**src/hdl/wpir_pkg.sv**
```systemverilog
// Shared types and constants for the windowed peak intensity rank core.
`default_nettype none
package wpir_pkg;

	localparam int MZ_W             = 32;
	localparam int INT_W            = 32;
	localparam int RANK_W           = 6;
	localparam int WINDOW_PEAKS_DEF = 32;
	localparam logic [MZ_W-1:0] HALF_WINDOW_RESET = 32'd3276800;

	// one stored peak
	typedef struct packed {
		logic [MZ_W-1:0]   mz;
		logic [INT_W-1:0]  inten;
		logic [RANK_W-1:0] rank;
		logic              valid;
	} wpir_cell_t;

	// incoming peak broadcast to every cell
	typedef struct packed {
		logic [MZ_W-1:0]   mz;
		logic [INT_W-1:0]  inten;
		logic [RANK_W-1:0] rank;
	} wpir_peak_t;

	typedef struct packed {
		logic compare;
		logic shift;
		logic insert;
	} wpir_cmd_t;

	// view of the chain head for the sequencer
	typedef struct packed {
		logic              head_valid;
		logic              head_closed;
		logic [RANK_W-1:0] head_rank;
		logic              next_valid;
		logic              next_closed;
		logic              full;
	} wpir_status_t;

	typedef enum logic [2:0] {
		ST_IDLE,
		ST_COMPARE,
		ST_COUNT,
		ST_CLOSE,
		ST_FLUSH,
		ST_EVICT,
		ST_INSERT
	} wpir_state_t;

endpackage
`default_nettype wire

```
**src/hdl/wpir_ctrl.sv**
```systemverilog
// Sequencer: accepts peaks, counts the new rank, drains the chain head into the output register.
`default_nettype none
module wpir_ctrl #(
	parameter int WINDOW_PEAKS = wpir_pkg::WINDOW_PEAKS_DEF
) (
	input  logic                          clk,
	input  logic                          arst_n,
	input  logic                          in_valid,
	output logic                          in_ready,
	input  logic [wpir_pkg::MZ_W-1:0]     peak_mz,
	input  logic [wpir_pkg::INT_W-1:0]    peak_intensity,
	input  logic                          spectrum_end,
	output logic                          out_valid,
	input  logic                          out_ready,
	output logic [wpir_pkg::RANK_W-1:0]   rank,
	output logic                          truncated,
	output logic                          spectrum_last,
	output logic                          run_last,
	output wpir_pkg::wpir_cmd_t           cmd,
	output wpir_pkg::wpir_peak_t          peak,
	input  wpir_pkg::wpir_status_t        status,
	input  logic [WINDOW_PEAKS-1:0]       gt
);
	import wpir_pkg::*;

	localparam int NCHUNK = (WINDOW_PEAKS + 7) / 8;
	localparam int PAD_W  = NCHUNK * 8;

	function automatic logic [3:0] popcnt8(input logic [7:0] v);
		logic [3:0] s;
		s = 4'd0;
		for (int i = 0; i < 8; i++) s = s + {3'd0, v[i]};
		return s;
	endfunction

	wpir_state_t       state_q, state_d;
	logic [MZ_W-1:0]   mz_q;
	logic [INT_W-1:0]  inten_q;
	logic              last_q;
	logic [RANK_W-1:0] acc_q;
	logic [PAD_W-1:0]  gt_q;

	logic              out_free;
	logic              out_load;
	logic [RANK_W-1:0] rank_d;
	logic              trunc_d, slast_d, rlast_d;
	logic              out_valid_q;
	logic [RANK_W-1:0] rank_q;
	logic              trunc_q, slast_q, rlast_q;

	assign out_free = !out_valid_q || out_ready;
	assign in_ready = (state_q == ST_IDLE);
	assign peak     = '{mz: mz_q, inten: inten_q, rank: acc_q};

	always_comb begin
		state_d  = state_q;
		cmd      = '0;
		out_load = 1'b0;
		rank_d   = status.head_rank;
		trunc_d  = 1'b0;
		slast_d  = 1'b0;
		rlast_d  = 1'b0;
		unique case (state_q)
			ST_IDLE: begin
				if (in_valid) state_d = ST_COMPARE;
			end
			ST_COMPARE: begin
				cmd.compare = 1'b1;
				state_d     = ST_COUNT;
			end
			ST_COUNT: begin
				if (gt_q == '0) state_d = ST_CLOSE;
			end
			ST_CLOSE: begin
				if (status.head_valid && status.head_closed) begin
					if (out_free) begin
						out_load  = 1'b1;
						cmd.shift = 1'b1;
						rlast_d   = !last_q && !(status.next_valid && status.next_closed);
					end
				end else if (last_q) begin
					state_d = ST_FLUSH;
				end else if (status.full) begin
					state_d = ST_EVICT;
				end else begin
					state_d = ST_INSERT;
				end
			end
			ST_FLUSH: begin
				if (out_free) begin
					out_load = 1'b1;
					if (status.head_valid) begin
						cmd.shift = 1'b1;
					end else begin
						// the closing peak itself
						rank_d  = acc_q;
						slast_d = 1'b1;
						rlast_d = 1'b1;
						state_d = ST_IDLE;
					end
				end
			end
			ST_EVICT: begin
				if (out_free) begin
					out_load  = 1'b1;
					cmd.shift = 1'b1;
					trunc_d   = 1'b1;
					rlast_d   = 1'b1;
					state_d   = ST_INSERT;
				end
			end
			ST_INSERT: begin
				cmd.insert = 1'b1;
				state_d    = ST_IDLE;
			end
			default: state_d = ST_IDLE;
		endcase
	end

	always_ff @(posedge clk or negedge arst_n) begin
		if (!arst_n) begin
			state_q     <= ST_IDLE;
			out_valid_q <= 1'b0;
		end else begin
			state_q <= state_d;
			if (out_load) begin
				out_valid_q <= 1'b1;
			end else if (out_ready) begin
				out_valid_q <= 1'b0;
			end
		end
	end

	always_ff @(posedge clk) begin
		if (in_valid && in_ready) begin
			mz_q    <= peak_mz;
			inten_q <= peak_intensity;
			last_q  <= spectrum_end;
		end
		if (state_q == ST_COMPARE) begin
			gt_q  <= PAD_W'(gt);
			acc_q <= '0;
		end else if (state_q == ST_COUNT && gt_q != '0) begin
			acc_q <= acc_q + RANK_W'(popcnt8(gt_q[7:0]));
			gt_q  <= gt_q >> 8;
		end
		if (out_load) begin
			rank_q  <= rank_d;
			trunc_q <= trunc_d;
			slast_q <= slast_d;
			rlast_q <= rlast_d;
		end
	end

	assign out_valid     = out_valid_q;
	assign rank          = rank_q;
	assign truncated     = trunc_q;
	assign spectrum_last = slast_q;
	assign run_last      = rlast_q;

	a_cmd_excl: assert property (@(posedge clk) disable iff (!arst_n)
		$onehot0({cmd.compare, cmd.shift, cmd.insert}))
		else $error("cell commands overlap");

	a_shift_emits: assert property (@(posedge clk) disable iff (!arst_n)
		cmd.shift |-> out_load)
		else $error("chain shifted without an output beat");

	a_insert_room: assert property (@(posedge clk) disable iff (!arst_n)
		cmd.insert |-> !status.full)
		else $error("insert into a full window");

	a_trunc_last: assert property (@(posedge clk) disable iff (!arst_n)
		(out_valid_q && (trunc_q || slast_q)) |-> rlast_q)
		else $error("evicted or closing beat not marked run_last");

endmodule
`default_nettype wire

```
**config.mk**
```make
export PLATFORM = sky130hd
export DESIGN_NAME = wpir_ctrl
export DESIGN_NICKNAME = d
export VERILOG_FILES = /design/src/hdl/wpir_pkg.sv /design/src/hdl/wpir_ctrl.sv
export SDC_FILE = /design/constraint.sdc
export NUM_CORES = 1
export LEC_CHECK = 0
export ABC_AREA = 1
export ABC_CLOCK_PERIOD_IN_PS = 3800
export BUFFER_PORTS_ARGS = -buffer_cell sky130_fd_sc_hd__buf_4
export CAP_MARGIN = 15
export CORE_MARGIN = 2
export CORE_UTILIZATION = 43
export DETAILED_ROUTE_END_ITERATION = 10
export PLACE_DENSITY = 0.73
export SLEW_MARGIN = 10
export SYNTH_ARGS = -nofsm -noshare
export SYNTH_HDL_FRONTEND = slang
export SYNTH_SLANG_ARGS = --single-unit
```
**constraint.sdc**
```tcl
create_clock -name clk -period 3.8 [get_ports clk]
set_input_delay 0.38 -clock clk [delete_from_list [all_inputs] [get_ports clk]]
set_output_delay 0.38 -clock clk [all_outputs]
set_load 0.1 [all_outputs]
```
# Yosys cells after proc, flatten, opt, wreduce, memory -nomap -nowiden
# Index checks and enable logic that the tools add are counted.
[totals]
in_bits = 112
out_inout_bits = 84
word_cells = 76
register_bits = 116
[op_classes]
add_sub_neg = 8
eq_ne = 12
muxes = 29
n_reduce_logical = 16
[ops]
columns = ["op", "count"]
rows = [
  ["2-to-1 mux 32 bit", 2],
  ["logical NOT 32 bit", 1],
  ["nonzero test 32 bit", 1],
  ["2-to-1 mux 3 bit", 7],
  ["2-to-1 mux 6 bit", 3],
  ["one-hot mux 3 bit (6 select lines)", 1],
  ["adder 4 x 1 -> 4 bit", 4],
  ["2-to-1 mux 1 bit", 12],
  ["inequality test 2 bit (second input constant)", 6],
  ["== test 3 bit (second input constant)", 3],
  ["adder 6 x 4 -> 6 bit", 1],
  ["== test 3 x 2 -> 1 bit (second input constant)", 2],
  ["one-hot mux 1 bit (3 select lines)", 2],
  ["AND reduction 6 bit", 1],
  ["logical AND 1 bit", 5],
  ["adder 3 x 1 -> 4 bit", 1],
  ["nonzero test 2 bit", 2],
  ["adder 2 x 1 -> 3 bit", 1],
  ["== test 3 x 1 -> 1 bit (second input constant)", 1],
  ["logical NOT 1 bit", 3],
  ["logical NOT 3 bit", 1],
  ["adder 1 x 1 -> 2 bit", 1],
  ["2-to-1 mux 2 bit", 1],
  ["one-hot mux 1 bit (2 select lines)", 1],
  ["2 further kinds", 2],
]

# Depth between registers and ports, before layout
[depth]
word_depth = 8
mapped_depth = 14
depth_no_buf = 14

# Least setup slack after synthesis
# OpenSTA, ideal clock, no wires.
[synth_path]
path_kind = "reg-to-reg"
from = "register acc_q[0]"
to = "register acc_q[4]"
path_buffers = 0
t_arrival_ns = 3.786
slack_ns = -0.135
synth_period_minus_slack_ns = 3.935
setup_time_ns = 0.149
path_stages_with_launch = 13
required_time_ns = 3.651
cell_sequence = "dfxtp_1 -> fa_1 -> inv_1 -> fa_1 -> fa_1 -> inv_1 -> fa_1 -> fa_1 -> nand3_1 -> nand2_1 -> xor2_1 -> nand3_1 -> a21oi_1"
[synth_via]
elab_chain_cells = 1
[synth_lines]
columns = ["item", "line", "source"]
rows = [
  ["from (decl)", "wpir_ctrl.sv:40", "logic [RANK_W-1:0] acc_q;"],
  ["from (signal assigned)", "wpir_ctrl.sv:144", "acc_q <= acc_q + RANK_W'(popcnt8(gt_q[7:0]));"],
  ["adder 6 x 4 -> 6 bit", "wpir_ctrl.sv:144", ""],
]
# No other way between the ends.
# A chain may end at the register's enable or synchronous reset.

# Final worst setup path
[layout_path]
from = "register gt_q[0]"
to = "register acc_q[4]"
[layout_via]
elab_chain_cells = 8
word_cells_on_any_way = 10
cone_classes = "add/sub (8); reduce/logical (2)"
[layout_lines]
columns = ["item", "line", "source"]
rows = [
  ["from (decl)", "wpir_ctrl.sv:41", "logic [PAD_W-1:0] gt_q;"],
  ["from (signal assigned)", "wpir_ctrl.sv:141", "gt_q <= PAD_W'(gt);"],
  ["from (signal assigned)", "wpir_ctrl.sv:145", "gt_q <= gt_q >> 8;"],
  ["adder 1 x 1 -> 2 bit", "wpir_ctrl.sv:32", "for (int i = 0; i < 8; i++) s = s + {3'd0, v[i]};"],
  ["adder 2 x 1 -> 3 bit", "wpir_ctrl.sv:32", ""],
  ["adder 3 x 1 -> 4 bit", "wpir_ctrl.sv:32", ""],
  ["adder 4 x 1 -> 4 bit (4 in series)", "wpir_ctrl.sv:32", ""],
  ["adder 6 x 4 -> 6 bit", "wpir_ctrl.sv:144", ""],
]
# Parallel ways exist; a longest one is shown, timed or not.

==> metrics.md <==
| Metric | Value |
|---|---|
| WHS | `0.0346 ns` |
| P_leak | `0.00307 uW` |
| DRT Pass-1 Iters | `5` |
| Post-Syn Area | `4690 um^2` |
| Largest net degree at the start of global routing | `36` |
| Max-slew violation count | `0` |
| Inst Count DP | `707` |
| Final wirelength | `approximately 11 mm` |
| Final clock skew | `0.00744 ns` |
| Worst min path class | `in -> reg` |
| Max transition margin | `43.7%` |
| Syn avg cell area | `12.5 um^2` |
| Die ar. | `11800 um^2` |
| Post-route clock period utilization | `89.7%` |
| RSZ-0062 raised after global routing | `false` |
| Number of global-route vias before repair | `3652` |
| Area growth, synth to finish | `47.4%` |
| Setup bufs post-CTS | `0` |
| Status | `finished clean` |
| Cell count after synthesis | `between 300 and 400` |
| Peak VDD IR | `0.568 mV` |
| MaxCap Viol Count | `0` |
| Share of post-route cells with drive strength above 1 | `42.0%` |
| Worst slew pin tran | `0.844 ns` |
| Critical path class | `reg -> reg` |
| Hold Vio Cnt, Final | `0` |
| Worst Hold Launch | `peak_mz[24]` |
| Final Wtd Congestion | `approximately 0.81` |
| CORE AREA | `10700 um^2` |
| Routed WL per cell | `15.2 um` |
| Fin Setup TNS | `0 ns` |
| Root Driver | `clkbuf_8` |
| CP required | `4.24 ns` |
| Reg2Reg Depth | `12` |
| Via density | `approximately 4.7` |
| Num CTS Buffers | `17` |
| Yosys reg bits | `116` |
| Vias post-DR | `around 3500` |
| Critical path peak fanout | `3` |
| Power Density | `979 nW/um^2` |
| Setup crit end kind | `register` |
| IO Pins | `196` |
| Dominant cells by area after synthesis | `edfxtp_1 68%, nand2_1 9.3%, nor2_1 3.4%` |
| Highest-count cells in the layout ignoring fill and taps | `198 x buf_4, 116 x nand2_1, 106 x edfxtp_1` |
| Synth top area share | `67.9%` |
| Reg2reg start | `gt_q[0]` |
| Yosys warnings | `0` |
| Critical path startpoint category | `register` |
| Non-filler cells, final | `740` |
| Grt ovf | `0` |
| Worst Hold Path EP | `mz_q[24]` |
| Flop-to-flop setup slack | `between 0.3 and 0.4 ns` |
| Commonest non-fill, non-tap cell in the layout | `buf_4` |
| Starting DRT DRC Count | `189` |
| Starting Density | `between 40% and 50%` |
| Hold depth | `1` |
| WP data arrival | `3.85 ns` |
| Routed Antenna Nets | `0` |
| Reg2reg end | `acc_q[4]` |
| Clock Sinks | `approximately 120` |
| Chip width | `about 110 um` |
| DRC | `0` |
| Dpl hpwl | `8.52 mm` |
| Dominant cell type by area after synthesis | `edfxtp_1` |
| Highest Clock Rate | `293 MHz` |
| Row cnt | `38` |
| Clock-pin slew on the worst setup and hold paths | `0.06 ns` |
| Clock latency on the worst-skew pair | `about 0.52 ns` |
| CTS tree | `yes` |
| Clk buf depth | `2` |
| Setup violations, final | `0` |
| First-pass GRT wire length | `18.0 mm` |
| Final-stage net count | `710` |
| Sequential area share after synthesis | `72.6%` |
| Die height | `between 100 and 150 um` |
| Final Util | `~64%` |
| Min Tclk post-route | `3.41 ns` |
| Antenna cells | `0` |
| Initial antenna violation count | `0` |
| Distinct cell type count after synthesis | `31` |
| H-tree depth | `4` |
| GR Util All Layers | `between 20% and 30%` |
| IO buf count | `195` |
| Syn Nets | `498` |
logic make-up (layout without fill, tap and decap cells):
| logic type | count (synthesis) | in the layout | synth area share (%) |
|---|---|---|---|
| fa+ha+maj | 11 | 11 | 3.73 |
| buf+inv | 42 | 267 | 3.49 |
| flops | 116 | 116 | 72.6 |
| xor+xnor | 3 | 3 | 0.560 |
| compound gates | 22 | 22 | 2.96 |
| simple gates | 181 | 181 | 16.7 |
per-layer routing:
metal  vias up  part of all wire (%)  global-route usage (%)
li1       1685                     -                       -
met1      1625                    38                    22.8
met2       145                    51                    35.0
met3        38                   7.2                    8.38
met4         0                   3.9                    11.7
met5         -                     0                       0
power by group:
| part | leakage, uW | total (uW) | internal, uW | switching (uW) |
|---|---|---|---|---|
| clock | 0.000260 | 1500 | 933 | 572 |
| combinational | 0.00172 | 3130 | 805 | 2320 |
| sequential | 0.00109 | 2140 | 1950 | 189 |
| total | 0.00307 | 6770 | 3690 | 3080 |
cells in the mapped netlist:
master,number
a21oi_1,6
a31oi_1,2
a41oi_1,2
buf_2,2
buf_4,1
clkbuf_1,3
dfrtp_1,4
dfxtp_1,6
edfxtp_1,106
fa_1,5
ha_1,6
inv_1,30
inv_2,6
nand2_1,116
nand2_2,3
nand2_4,2
nand2_8,1
nand3_1,7
nand3_2,2
nand4_1,3
nor2_1,42
nor2_2,1
nor2_4,1
nor3_1,1
nor3_4,2
o21ai_0,7
o21ai_1,2
o21ai_2,2
o21ai_4,1
xnor2_1,1
xor2_1,2
worst max-delay path by stage:
stage | from | endpoint | slack, ns | cells after the start
2_1_floorplan | acc_q[0] | acc_q[4] | 0.24 | 12
3_3_place_gp | gt_q[0] | acc_q[4] | 0.46 | 12
3_5_place_dp | gt_q[0] | acc_q[4] | 0.39 | 12
4_1_cts | gt_q[0] | acc_q[4] | 0.37 | 12
5_1_grt | gt_q[0] | acc_q[4] | 0.20 | 12
6_report | gt_q[0] | acc_q[4] | 0.39 | 12
flip-flops by register name, indices dropped and copies added (netlist names):
signal,count
mz_q,32
truncated,1
run_last,1
spectrum_last,1
rank,6
gt_q,32
out_valid,1
state_q,3
last_q,1
inten_q,32
acc_q,6
critical path, cell delays in order, from the launching register on:
cell and delay, ns:
edfxtp_1 0.41, fa_1 0.52, inv_1 0.05, fa_1 0.45, fa_1 0.49, inv_1 0.05, fa_1 0.43, fa_1 0.43
nand3_1 0.09, nand2_1 0.06, xor2_1 0.13, nand3_1 0.09, a21oi_1 0.14
through the flow:
step | setup WS [ns] | area (um^2) | total power, uW
6_report | 0.391 | 6910 | 6770
5_1_grt | 0.197 | 6910 | 7200
4_1_cts | 0.371 | 6910 | 6830
3_5_place_dp | 0.388 | 6330 | 5300
3_3_place_gp | 0.460 | 6330 | 5190
2_1_floorplan | 0.237 | 4690 | 4590
repair_timing:
item                      CTS  global route
hold endpoints to repair    4             0
resized for setup           0             0
hold buffers                1             0
final cells by class:
class                      instances  area, um^2
timing repair buffer             199        1500
fill                             837        3830
clock buffer                      17         414
sequential                       116        3400
tap                              140         175
inverter                          36         135
clock inverter                    15         158
multi-input combinational        217        1130
Power figures use the tool's default switching activity.
