### src/hdl/wpir_pkg.sv
// Shared types and constants for the windowed peak intensity rank core.
`default_nettype none
package wpir_pkg;

	localparam int MZ_W             = 32;
	localparam int INT_W            = 32;
	localparam int RANK_W           = 6;
	localparam int WINDOW_PEAKS_DEF = 32;
	localparam logic [MZ_W-1:0] HALF_WINDOW_RESET = 32'd3276800;

	// one stored peak
	typedef struct packed {
		logic [MZ_W-1:0]   mz;
		logic [INT_W-1:0]  inten;
		logic [RANK_W-1:0] rank;
		logic              valid;
	} wpir_cell_t;

	// incoming peak broadcast to every cell
	typedef struct packed {
		logic [MZ_W-1:0]   mz;
		logic [INT_W-1:0]  inten;
		logic [RANK_W-1:0] rank;
	} wpir_peak_t;

	typedef struct packed {
		logic compare;
		logic shift;
		logic insert;
	} wpir_cmd_t;

	// view of the chain head for the sequencer
	typedef struct packed {
		logic              head_valid;
		logic              head_closed;
		logic [RANK_W-1:0] head_rank;
		logic              next_valid;
		logic              next_closed;
		logic              full;
	} wpir_status_t;

	typedef enum logic [2:0] {
		ST_IDLE,
		ST_COMPARE,
		ST_COUNT,
		ST_CLOSE,
		ST_FLUSH,
		ST_EVICT,
		ST_INSERT
	} wpir_state_t;

endpackage
`default_nettype wire

### src/hdl/wpir_cell.sv
// One window cell: holds a peak, compares it with the incoming one, shifts toward the head.
`default_nettype none
module wpir_cell (
	input  logic                     clk,
	input  logic                     arst_n,
	input  wpir_pkg::wpir_cmd_t      cmd,
	input  wpir_pkg::wpir_peak_t     peak,
	input  logic [wpir_pkg::MZ_W-1:0] hwin,
	input  logic                     prev_valid,
	input  wpir_pkg::wpir_cell_t     nbr,
	output wpir_pkg::wpir_cell_t     slot,
	output logic                     gt,
	output logic                     closed
);
	import wpir_pkg::*;

	logic              valid_q;
	logic [MZ_W-1:0]   mz_q;
	logic [INT_W-1:0]  inten_q;
	logic [RANK_W-1:0] rank_q;
	logic [MZ_W-1:0]   gap;
	logic              in_win;
	logic              take;

	assign gap    = (peak.mz >= mz_q) ? (peak.mz - mz_q) : (mz_q - peak.mz);
	assign in_win = valid_q && (gap <= hwin);
	assign gt     = in_win && (inten_q > peak.inten);
	assign closed = valid_q && (peak.mz > mz_q) && ((peak.mz - mz_q) > hwin);
	assign take   = cmd.insert && !valid_q && prev_valid;

	always_ff @(posedge clk or negedge arst_n) begin
		if (!arst_n) begin
			valid_q <= 1'b0;
		end else if (take) begin
			valid_q <= 1'b1;
		end else if (cmd.shift) begin
			valid_q <= nbr.valid;
		end
	end

	always_ff @(posedge clk) begin
		if (take) begin
			mz_q    <= peak.mz;
			inten_q <= peak.inten;
			rank_q  <= peak.rank;
		end else if (cmd.shift) begin
			mz_q    <= nbr.mz;
			inten_q <= nbr.inten;
			rank_q  <= nbr.rank;
		end else if (cmd.compare && in_win && (peak.inten > inten_q)) begin
			// saturating count
			rank_q <= (rank_q == {RANK_W{1'b1}}) ? rank_q : rank_q + 1'b1;
		end
	end

	assign slot = '{mz: mz_q, inten: inten_q, rank: rank_q, valid: valid_q};

endmodule
`default_nettype wire

### config.mk
export PLATFORM = sky130hd
export DESIGN_NAME = wpir_cell
export DESIGN_NICKNAME = d
export VERILOG_FILES = /design/src/hdl/wpir_pkg.sv /design/src/hdl/wpir_cell.sv
export SDC_FILE = /design/constraint.sdc
export NUM_CORES = 1
export LEC_CHECK = 0
export BUFFER_PORTS_ARGS = -buffer_cell sky130_fd_sc_hd__buf_2
export CAP_MARGIN = 20
export CORE_ASPECT_RATIO = 0.75
export CORE_UTILIZATION = 56
export CTS_BUF_LIST = sky130_fd_sc_hd__clkbuf_4 sky130_fd_sc_hd__clkbuf_8
export CTS_CLUSTER_DIAMETER = 30
export DETAILED_ROUTE_END_ITERATION = 12
export PLACE_DENSITY = 0.86
export SLEW_MARGIN = 0
export SYNTH_ARGS = -nofsm -noshare
export SYNTH_HDL_FRONTEND = slang
export SYNTH_SLANG_ARGS = --single-unit
### constraint.sdc
create_clock -name clk -period 6.18 [get_ports clk]
set_clock_uncertainty 0.2 [all_clocks]
set_input_delay 0.309 -clock clk [delete_from_list [all_inputs] [get_ports clk]]
set_output_delay 0.309 -clock clk [all_outputs]
set_load 0.05 [all_outputs]
Word level (Yosys, flattened, before mapping) --
Cells that the tools add are included.
Storage, ports and cells: register bits 71, input port bits 179, output and inout bits 73, word-level logic and storage cells 38
Operators by class: add/sub/neg operators 3, magnitude comparators 6, equality and inequality tests 2, muxes and demuxes 11, reductions and logical operators 12
Operators with widths (count):
- 32-bit two-way mux | 5
- 32-bit > comparator | 4
- 32-bit subtractor | 2
- 32-bit >= comparator | 1
- 32-bit <= comparator | 1
- 6-bit two-way mux | 4
- 1-bit logical AND | 8
- 6-bit by 1-bit adder with 6-bit output (second input constant) | 1
- 6-bit equality test (second input constant) | 1
- 3-bit inequality test (second input constant) | 1
- 3-bit nonzero test | 1
- 1-bit two-way mux | 2
- 2-bit AND reduction | 1
- 2-bit nonzero test | 1
- 1-bit logical NOT | 1

Depth between registers and ports, before layout --
Gate-level depths: netlist (run 1).
depth after elaboration 9, mapped depth 23, mapped depth without buffers 21

Worst setup path before layout (run 1) --
OpenSTA, ideal clock, no wires.
path type register -> output, start point reg mz_q[0], end point out gt, arrival 4.992 ns, required time 5.671 ns, setup slack 0.679 ns, cell stages (with the launch flop) 21, path buffers 1, path through edfxtp_1 -> ha_1 -> inv_1 -> fa_1 -> a211oi_1 -> o211ai_1 -> a31oi_2 -> o211a_1 -> o211a_1 -> nand2_4 -> buf_6 -> mux2_1 -> ha_1 -> nor2b_1 -> o21a_1 -> o21a_1 -> o21ai_0 -> o211ai_1 -> a21oi_1 -> a31o_2 -> nor2b_1
Between the ends: word-level cells in the longest chain between the ends 5
Ends and longest elaborated chain:
- start: declaration | RTL line wpir_cell.sv:18 | logic [MZ_W-1:0] mz_q;
- start signal: assignment | RTL line wpir_cell.sv:43 | mz_q <= peak.mz;
- start signal: assignment | RTL line wpir_cell.sv:47 | mz_q <= nbr.mz;
- 32-bit subtractor or 32-bit >= comparator (tied branches) | RTL line wpir_cell.sv:25 | assign gap = (peak.mz >= mz_q) ? (peak.mz - mz_q) : (mz_q - peak.mz);
- 32-bit two-way mux * | RTL line wpir_cell.sv:25
- 32-bit <= comparator * | RTL line wpir_cell.sv:26 | assign in_win = valid_q && (gap <= hwin);
- 1-bit logical AND * | RTL line wpir_cell.sv:26
- 1-bit logical AND * | RTL line wpir_cell.sv:27 | assign gt = in_win && (inten_q > peak.inten);
- end: declaration | RTL line wpir_cell.sv:12 | output logic gt,
Every way passes the cells marked *; elsewhere a longest branch is shown, timed or not.

Final worst setup path (run 1) --
Ends and elaborated chain as after synthesis.

==> flow_summary.ini, run 1 <==
[outcome]
status = finished clean

[routing]
drt-vias-per-instance = 5.80
drc = 0
first_iter_violations = 827
wl_per_cell_um = 17.6
first_pass_iters = 6
via_count = 9396
routed_wl_um = 28500
ant_nets = 0

[timing]
finalCritPeriodShare_pct = 94.2
tightest_slew_ns = 1.03
worst_slack_ns = 0.359
setup_viol = 0
period_needed_ns = 5.82
relSlewSlack_pct = 31.6
finalMaxSlewViolations = 0
rsz0062_at_grt = no
fin_setup_tns_ns = 0
hold_viol = 0
fmax_mhz = 172

[power]
cellPowerDensity_nw_per_um2 = 222
fin_total_pwr_uw = 2450
ir_drop_uv = 156
power_frac_seq_pct = 25.4
p_leak_uw = 0.00586
pwr-share-comb_pct = 57.0
p_int_uw = 1350
switchingPower_uw = 1100
clkPwrFrac_pct = 17.6
swShare_pct = 44.9

[layout]
final_cell_mix = buf_2 (251), nand2_1 (181), ha_1 (160), inv_1 (141), a21oi_1 (101)
nFillCells = 1313
multi_input_area_um2 = 6370
nNetsFinal = 1746
final_common_cell = buf_2
drive_above_1_share_pct = 20.5
final_cells = 1620
post-route-util_pct = 68.5
n_antenna_cell = 0
seq_area_um2 = 2130
area_growth_pct = 19.1

[global_routing]
overflow = 0
grt_first_pass_wirelength_um = 44500
grt_start_max_net_pins = 101
grt_pass1_vias = 8840
grt_use_total_pct = 33.2
antenna_found_initial = 0

[worst_hold_path]
hp-class = in -> reg

[yosys]
syn_nets = 1504
synth-main-ff-cell = edfxtp_1
syn_inst = 1163
synth_warnings = 0
synth_cell_types = 65
seq_area_frac_synth_pct = 23.0
syn_avg_cell_area_um2 = 7.96
yosys-top-cells-area = edfxtp_1 (23%), ha_1 (22%), nand2_1 (7.3%), inv_1 (5.7%), a21oi_1 (5.5%)
synth_edf_count = 70
yosys.area.top_type = edfxtp_1
syn_area_um2 = 9260
synth_seq_cells = 71
synth_top_area_share_pct = 22.7
postSynth.asyncResetShare_pct = 1.41

[worst_setup_path]
cp_data_arrival_time_ns = 5.31
cp-end-kind = output pin
cp-start-kind = flip-flop
critPathKind = reg -> out
worstPathRequired_ns = 5.67
crit_fanout = 36

[clock_network]
cts_num_sinks = 71
cts_tree = yes
root_buffer = clkbuf_8
path_clk_slew_ns = 0.08
clockBufferDepth = 2
cts_setup_buffers = 0
h-tree-depth = 3
cts_buffers = 9
clock_latency_ns = 0.37

[floorplan]
fp.dieH_um = 113
ios = 252
start_util_pct = 57.5
rows = 40
core_um2 = 16100
die_area_um2 = 17100
die_w_um = 151

[place]
hpwl_um = 22400
dp_cells = 1583
place.gp.congestion = 0.980
port_buffers = 251
place_ws_ns = 0.712

[flow_run]
drv_cap = 0
==> state kept, by name (all words and copies together) (netlist names) <==
register	flops
inten_q	32
mz_q	32
rank_q	6
valid_q	1
==> cell families after synthesis <==
| group | synth area share [%] |
|---|---|
| AOI/OAI and AO/OA | 22.3 |
| and+or+nand+nor | 15.2 |
| buffers and inverters | 8.42 |
| adders and majority gates | 22.0 |
| DFF | 23.0 |
| xor gates and xnor gates | 5.96 |
| muxes | 3.11 |
==> final cells by class <==
type / instances / area share (%)
tap: 210 / 2.38
sequential: 71 / 19.3
clock buffer: 10 / 1.19
timing repair buffer: 280 / 13.8
inverter: 141 / 4.80
clock inverter: 6 / 0.771
multi-input combinational: 902 / 57.8
==> critical path, cell delays in order, from the launching register on <==
cell	delay [ns]
edfxtp_1	0.38
ha_1	0.20
inv_1	0.06
fa_1	0.44
a211oi_1	0.40
o211ai_1	0.18
a31oi_2	0.20
buf_4	0.17
o211a_1	0.20
o211a_1	0.29
nand2_8	0.24
mux2i_1	0.25
xnor2_1	0.14
ha_1	0.28
a21o_1	0.19
a21o_1	0.17
a21oi_1	0.16
o21a_1	0.14
o211ai_1	0.09
a21oi_1	0.14
a31o_2	0.19
nor2b_1	0.16
buf_2	0.28
==> stage by stage <==
step / area (µm²) / hold slack (ns)
floorplan: 9260 / -0.187
global placement: 10600 / -0.115
detailed placement: 10600 / -0.113
CTS: 11000 / 0.000279
global route: 11000 / 0.0187
finish: 11000 / 0.00731
==> path summary, 6_finish.rpt <==
kind,from,to,slack (ns),cells after the start
max in group asynchronous,arst_n,valid_q,5.65,2
worst min-delay path,nbr[25],inten_q[18],0.007,3
worst max register to register,mz_q[0],rank_q[3],0.88,21
min in group asynchronous,arst_n,valid_q,0.05,2
worst max-delay path,mz_q[0],gt,0.36,22
worst min register to register,rank_q[0],rank_q[0],0.62,3
==> power groups by stage <==
| stage | sequential, µW | clock (µW) | combinational [µW] |
|---|---|---|---|
| global route | 628 | 447 | 1520 |
| global placement | 631 | 0 | 1300 |
| detailed placement | 633 | 0 | 1340 |
| floorplan | 779 | 0 | 849 |
| CTS | 623 | 433 | 1360 |
| finish | 623 | 431 | 1400 |
==> cell usage after synthesis (all sizes together) (12+ instances only) <==
cell and count:
a21o 61, a21oi 101, buf 26, clkbuf 23, edfxtp 70, ha 160
inv 141, mux2i 22, nand2 182, nand3 13, nand4 34, nor2 51
o21a 12, o21ai 93, xnor2 36, xor2 27
==> routing by layer <==
layer  routed length (µm)  share of wire [%]  global-route usage (%)  vias up
met4                  910                3.2                    12.7        0
li1                     -                  -                       -     4539
met2                12800                 45                    53.1      514
met5                    0                  0                       0        -
met3                 2700                9.4                    6.76       64
met1                12200                 43                    44.1     4279
==> what timing repair did <==
action	4_1_cts	5_1_grt
hold buffers	21	0
endpoints found under the hold margin	21	0
resized for setup	0	1
setup endpoints to repair	0	1
Note: power is estimated with default switching activity, not from simulation.
==> inputs of run 2 (changes only) <==
CORE_UTILIZATION = 60   (was 56)
PLACE_DENSITY = 0.92   (was 0.86)
clock period = 7.2 ns   (was 6.18 ns; I/O delays follow)
==> run 2 against run 1 <==
  * Die area shrank 6.6%
  * Clock power down 29%
  * Final cell count decreased by 2.1%
  * Worst setup slack better by 0.81 ns
  * Cell area down 2.6%
  * Critical endpoint unchanged
  * Largest cell class unchanged
  * Largest power group unchanged
  * Highest routed layer is now met5
==> flow_summary.ini, run 2 (same netlist as run 1, synthesis figures left out) <==
[place]
place.gp.congestion = 0.979
port_buffers = 251
hpwl_um = 22200
placed_area_um2 = 10500

[routing]
first_iter_violations = 938
wl_per_cell_um = 17.4
routed_wl_um = 27600
first_pass_iters = 6
drt-vias-per-instance = 5.94
ant_nets = 0
drc = 0
via_count = 9413

[floorplan]
die_w_um = 145
ios = 252
die_area_um2 = 15900
start_util_pct = 62.6
fp.dieH_um = 110
core_um2 = 14800
rows = 38

[power]
switchingPower_uw = 939
p_int_uw = 1090
pwr-share-comb_pct = 58.5
p_leak_uw = 0.00572
power_frac_seq_pct = 26.4
clkPwrFrac_pct = 15.1
swShare_pct = 46.3
cellPowerDensity_nw_per_um2 = 189
ir_drop_uv = 174

[timing]
finalMaxSlewViolations = 0
hold_viol = 0
period_needed_ns = 6.03
setup_viol = 0
fmax_mhz = 166
relSlewSlack_pct = 32.1
finalCritPeriodShare_pct = 83.8
holdWs_ns = 0.0427
fin_setup_tns_ns = 0
rsz0062_at_grt = no
tightest_slew_ns = 1.02

[worst_setup_path]
critPathKind = reg -> out
worstPathRequired_ns = 6.64
cp_data_arrival_time_ns = 5.47
cp-start-kind = flip-flop
cp-end-kind = output pin
crit_fanout = 36

[clock_network]
cts_buffers = 9
cts_tree = yes
cts_resized = 0
path_clk_slew_ns = 0.09
cts_hold_buf = 2
clockBufferDepth = 2
h-tree-depth = 3
cts_setup_buffers = 0
clock_latency_ns = 0.37
root_buffer = clkbuf_8
cts_num_sinks = 71

[layout]
nNetsFinal = 1720
final_cell_mix = buf_2 (251), nand2_1 (181), ha_1 (160), inv_1 (141), a21oi_1 (101)
final_common_cell = buf_2
post-route-cell-area_um2 = 10700
drive_above_1_share_pct = 20.4
post-route-util_pct = 72.7
reg_top3 = inten_q x32, mz_q x32, rank_q x6
nFillCells = 1169
area_growth_pct = 16.0

[outcome]
status = finished clean

[worst_hold_path]
hp-class = in -> reg

[global_routing]
antenna_found_initial = 3
grt_pass1_vias = 8795
overflow = 0
grt_start_max_net_pins = 101
grt_use_total_pct = 34.4
grt_first_pass_wirelength_um = 43300

[flow_run]
drv_cap = 0
[run 2: cell count changes in the layout (fill, tap and decap cells not counted)]
cell,previous run,this run
buf_4,8,1
dlygate4sd3_1,21,2
diode_2,0,2
nand2_8,1,0
nor2_4,0,1
nand2_4,0,1
clkinv_2,2,1
clkbuf_8,9,10
clkinvlp_4,2,4
nor2_2,1,0
bufinv_16,2,0
[run 2: power by group through the flow]
stage	clock, µW	sequential [µW]	combinational, µW
after floorplan	0	669	728
after detailed placement	0	543	1150
final	306	535	1190
after CTS	309	534	1160
after global routing	323	539	1290
after global placement	0	540	1110
[run 2: layer usage]
metal / wire [µm] / vias to the layer above / global-route usage, %
li1: - / 4496 / -
met1: 11800 / 4332 / 45.9
met2: 12600 / 536 / 56.9
met3: 2740 / 45 / 7.10
met4: 499 / 4 / 9.25
met5: 20 / - / 0
[run 2: worst paths after layout]
check                                from         end  slack [ns]  cells after the start
worst max-delay path              mz_q[0]          gt        1.17                     20
worst min-delay path              nbr[14]  inten_q[7]        0.04                      3
worst max register to register    mz_q[0]   rank_q[3]        1.77                     19
worst min register to register  rank_q[1]   rank_q[1]        0.60                      3
max in group asynchronous          arst_n     valid_q        6.60                      2
min in group asynchronous          arst_n     valid_q        0.11                      2
[run 2: worst max-delay path, stage by stage, from the launching register on]
cell,delay [ns]
edfxtp_1,0.37
ha_1,0.17
inv_1,0.05
fa_1,0.45
a211oi_1,0.39
o211ai_1,0.18
a31oi_2,0.42
o211a_1,0.26
o211a_1,0.24
nand2_4,0.32
mux2_2,0.39
ha_1,0.30
a21o_1,0.19
a21o_1,0.18
a21oi_1,0.14
o21a_1,0.13
o221ai_1,0.13
a21oi_1,0.15
a31o_2,0.19
nor2b_1,0.15
buf_2,0.28
[run 2: final cells by class]
cell class                 instances  area, µm²  share of cell area (%)
clock buffer                      11        145                    1.35
tap                              200        250                    2.33
multi-input combinational        902       6370                    59.3
sequential                        71       2130                    19.8
antenna                            2       5.00                  0.0466
timing repair buffer             254       1280                    11.9
inverter                         141        529                    4.93
clock inverter                     5       35.0                   0.326
[run 2: through the flow]
stage / power (µW) / setup slack [ns] / instances
2_1_floorplan: 1400 / 1.65 / 1163
3_3_place_gp: 1650 / 1.64 / 1566
3_5_place_dp: 1690 / 1.54 / 1566
4_1_cts: 2000 / 1.27 / 1584
5_1_grt: 2150 / 0.901 / 1584
6_report: 2030 / 1.17 / 1586
==> inputs of run 3 (changes only) <==
CORE_UTILIZATION = 56   (was 60)
PLACE_DENSITY = 0.86   (was 0.92)
clock period = 6.3 ns   (was 7.2 ns; I/O delays follow)
==> run 3 against run 2 <==
  * Register-to-register slack lost 0.90 ns
  * Count of clock-buffer cells in the layout shrank 1
  * Global-route usage shrank 2.0 points
  * Sequential cell count is the same
==> flow_summary.ini, run 3 (same netlist as run 1, synthesis figures left out) <==
[floorplan]
fp.dieH_um = 113
die_area_um2 = 17100
core_um2 = 16100
rows = 40
ios = 252
start_util_pct = 57.5
die_w_um = 151

[worst_setup_path]
worstPathRequired_ns = 5.78
timing.rr.end = rank_q[3]
r2r_start = mz_q[0]
worstPathCellList = ha_1 > inv_1 > fa_1 > a211oi_1 > o211ai_1 > a31oi_2 > o211a_1 > o211a_1 > nand2_4 > mux2i_1 > xor2_1 > ha_1 > a21o_1 > a21o_1 > a21oi_1 > o21a_1 > o211ai_1 > a21oi_1 > a31o_2 > nor2b_1 > buf_2
cp-end-kind = output pin
cp-start-kind = flip-flop
crit_fanout = 36
ff2ff_path_depth = 20
cp_data_arrival_time_ns = 5.47
critPathKind = reg -> out
slowest_delay_ns = 0.45
cp_slowest_cell = fa_1
r2r_setup_slack_ns = 0.87

[power]
ir_drop_uv = 143
p_leak_uw = 0.00580
cellPowerDensity_nw_per_um2 = 218

[global_routing]
met3_usage_pct = 7.52
grt_use_total_pct = 32.3
antenna_found_initial = 2
grt_busiest_layer = met2
use_met2_pct = 50.8
grt_start_max_net_pins = 101
grt_first_pass_wirelength_um = 43100
grt_pass1_vias = 8635
overflow = 0
use_met1_pct = 43.4

[layout]
reg_top3 = inten_q x32, mz_q x32, rank_q x6
final_common_cell = buf_2
drive_above_1_share_pct = 20.2
nNetsFinal = 1732
area_growth_pct = 17.6
nFillCells = 1371
seq_area_um2 = 2130
post-route-cell-area_um2 = 10900
multi_input_area_um2 = 6360
final_cell_mix = buf_2 (251), nand2_1 (181), ha_1 (160), inv_1 (141), a21oi_1 (101)

[timing]
hold_viol = 0
tightest_slew_ns = 1.02
period_needed_ns = 5.99
worst_slack_ns = 0.312
fmax_mhz = 167
relSlewSlack_pct = 32.0
finalMaxSlewViolations = 0
setup_viol = 0
finalCritPeriodShare_pct = 95.1
rsz0062_at_grt = no
fin_setup_tns_ns = 0

[routing]
routed_wl_um = 27800
drc = 0
drt-vias-per-instance = 5.72
via_count = 9210
first_iter_violations = 647
wl_per_cell_um = 17.3
first_pass_iters = 6
ant_nets = 0

[place]
placed_area_um2 = 10600
port_buffers = 251
hpwl_um = 22200
place_ws_ns = 0.673
place.gp.congestion = 0.988

[clock_network]
clock_latency_ns = 0.37
cts_num_sinks = 71
cts_tree = yes
root_buffer = clkbuf_8
h-tree-depth = 3
cts_setup_buffers = 0
clockBufferDepth = 2
cts_buffers = 9
path_clk_slew_ns = 0.08

[flow_run]
drv_cap = 0

[worst_hold_path]
hold_path_depth = 3
hp-start = nbr[13]
hp-class = in -> reg
holdPathEnd = inten_q[6]

[outcome]
status = finished clean
[run 3: changes by cell type in the layout (fill, tap and decap cells not counted), sizes merged]
cell	delta
clkinvlp	-4
clkbuf	-1
buf	+4
bufinv	+2
dlygate4sd3	+8
diode	+1
clkinv	+3
[run 3: worst max path at each step]
stage              from  slack [ns]  endpoint  cells past startpoint
2_1_floorplan   mz_q[0]        0.79        gt                     20
3_3_place_gp   peak[38]        0.84        gt                     22
3_5_place_dp   peak[38]        0.67        gt                     23
4_1_cts         mz_q[0]        0.34        gt                     21
5_1_grt         mz_q[0]        0.02        gt                     21
6_report        mz_q[0]        0.31        gt                     21
[run 3: metrics by stage]
step	hold WS [ns]	utilization (%)	instances	total power, µW
3_5_place_dp	-0.109	65.6	1580	1930
3_3_place_gp	-0.109	65.6	1580	1890
2_1_floorplan	-0.181	-	1163	1600
4_1_cts	0.000455	67.5	1606	2350
5_1_grt	0.0127	67.5	1607	2530
6_report	0.0168	67.6	1609	2370
[run 3: cell type report]
| type | count | share of cell area [%] |
|---|---|---|
| multi-input combinational | 902 | 58.4 |
| sequential | 71 | 19.5 |
| timing repair buffer | 266 | 12.8 |
| inverter | 141 | 4.86 |
| tap | 210 | 2.41 |
| clock buffer | 10 | 1.21 |
| clock inverter | 6 | 0.689 |
| antenna | 3 | 0.0689 |
[run 3: timing repair]
action,in CTS,in global routing
endpoints found under the hold margin,10,0
hold buffers,10,0
endpoints found under the setup margin,0,0
gates resized for setup,0,0
[run 3: layer usage]
metal / share of wire, % / vias to the layer above
li1: - / 4517
met1: 43 / 4149
met2: 44 / 472
met3: 9.5 / 70
met4: 3.0 / 2
met5: 0.047 / -
[run 3: worst max-delay path, delay by kind of cell, from the launching register on]
kind / cells / cell delay (ns)
xor gates and xnor gates: 1 / 0.18
muxes: 1 / 0.28
AOI/OAI and AO/OA: 12 / 2.53
adders and majority gates: 3 / 0.91
buffers and inverters: 2 / 0.34
and+or+nand+nor: 2 / 0.47
DFF: 1 / 0.38
[run 3: power by group]
group	switching, µW	internal, µW	leakage [µW]
Sequential	33.2	577	0.000707
Clock	188	222	0.000104
Combinational	838	512	0.00499
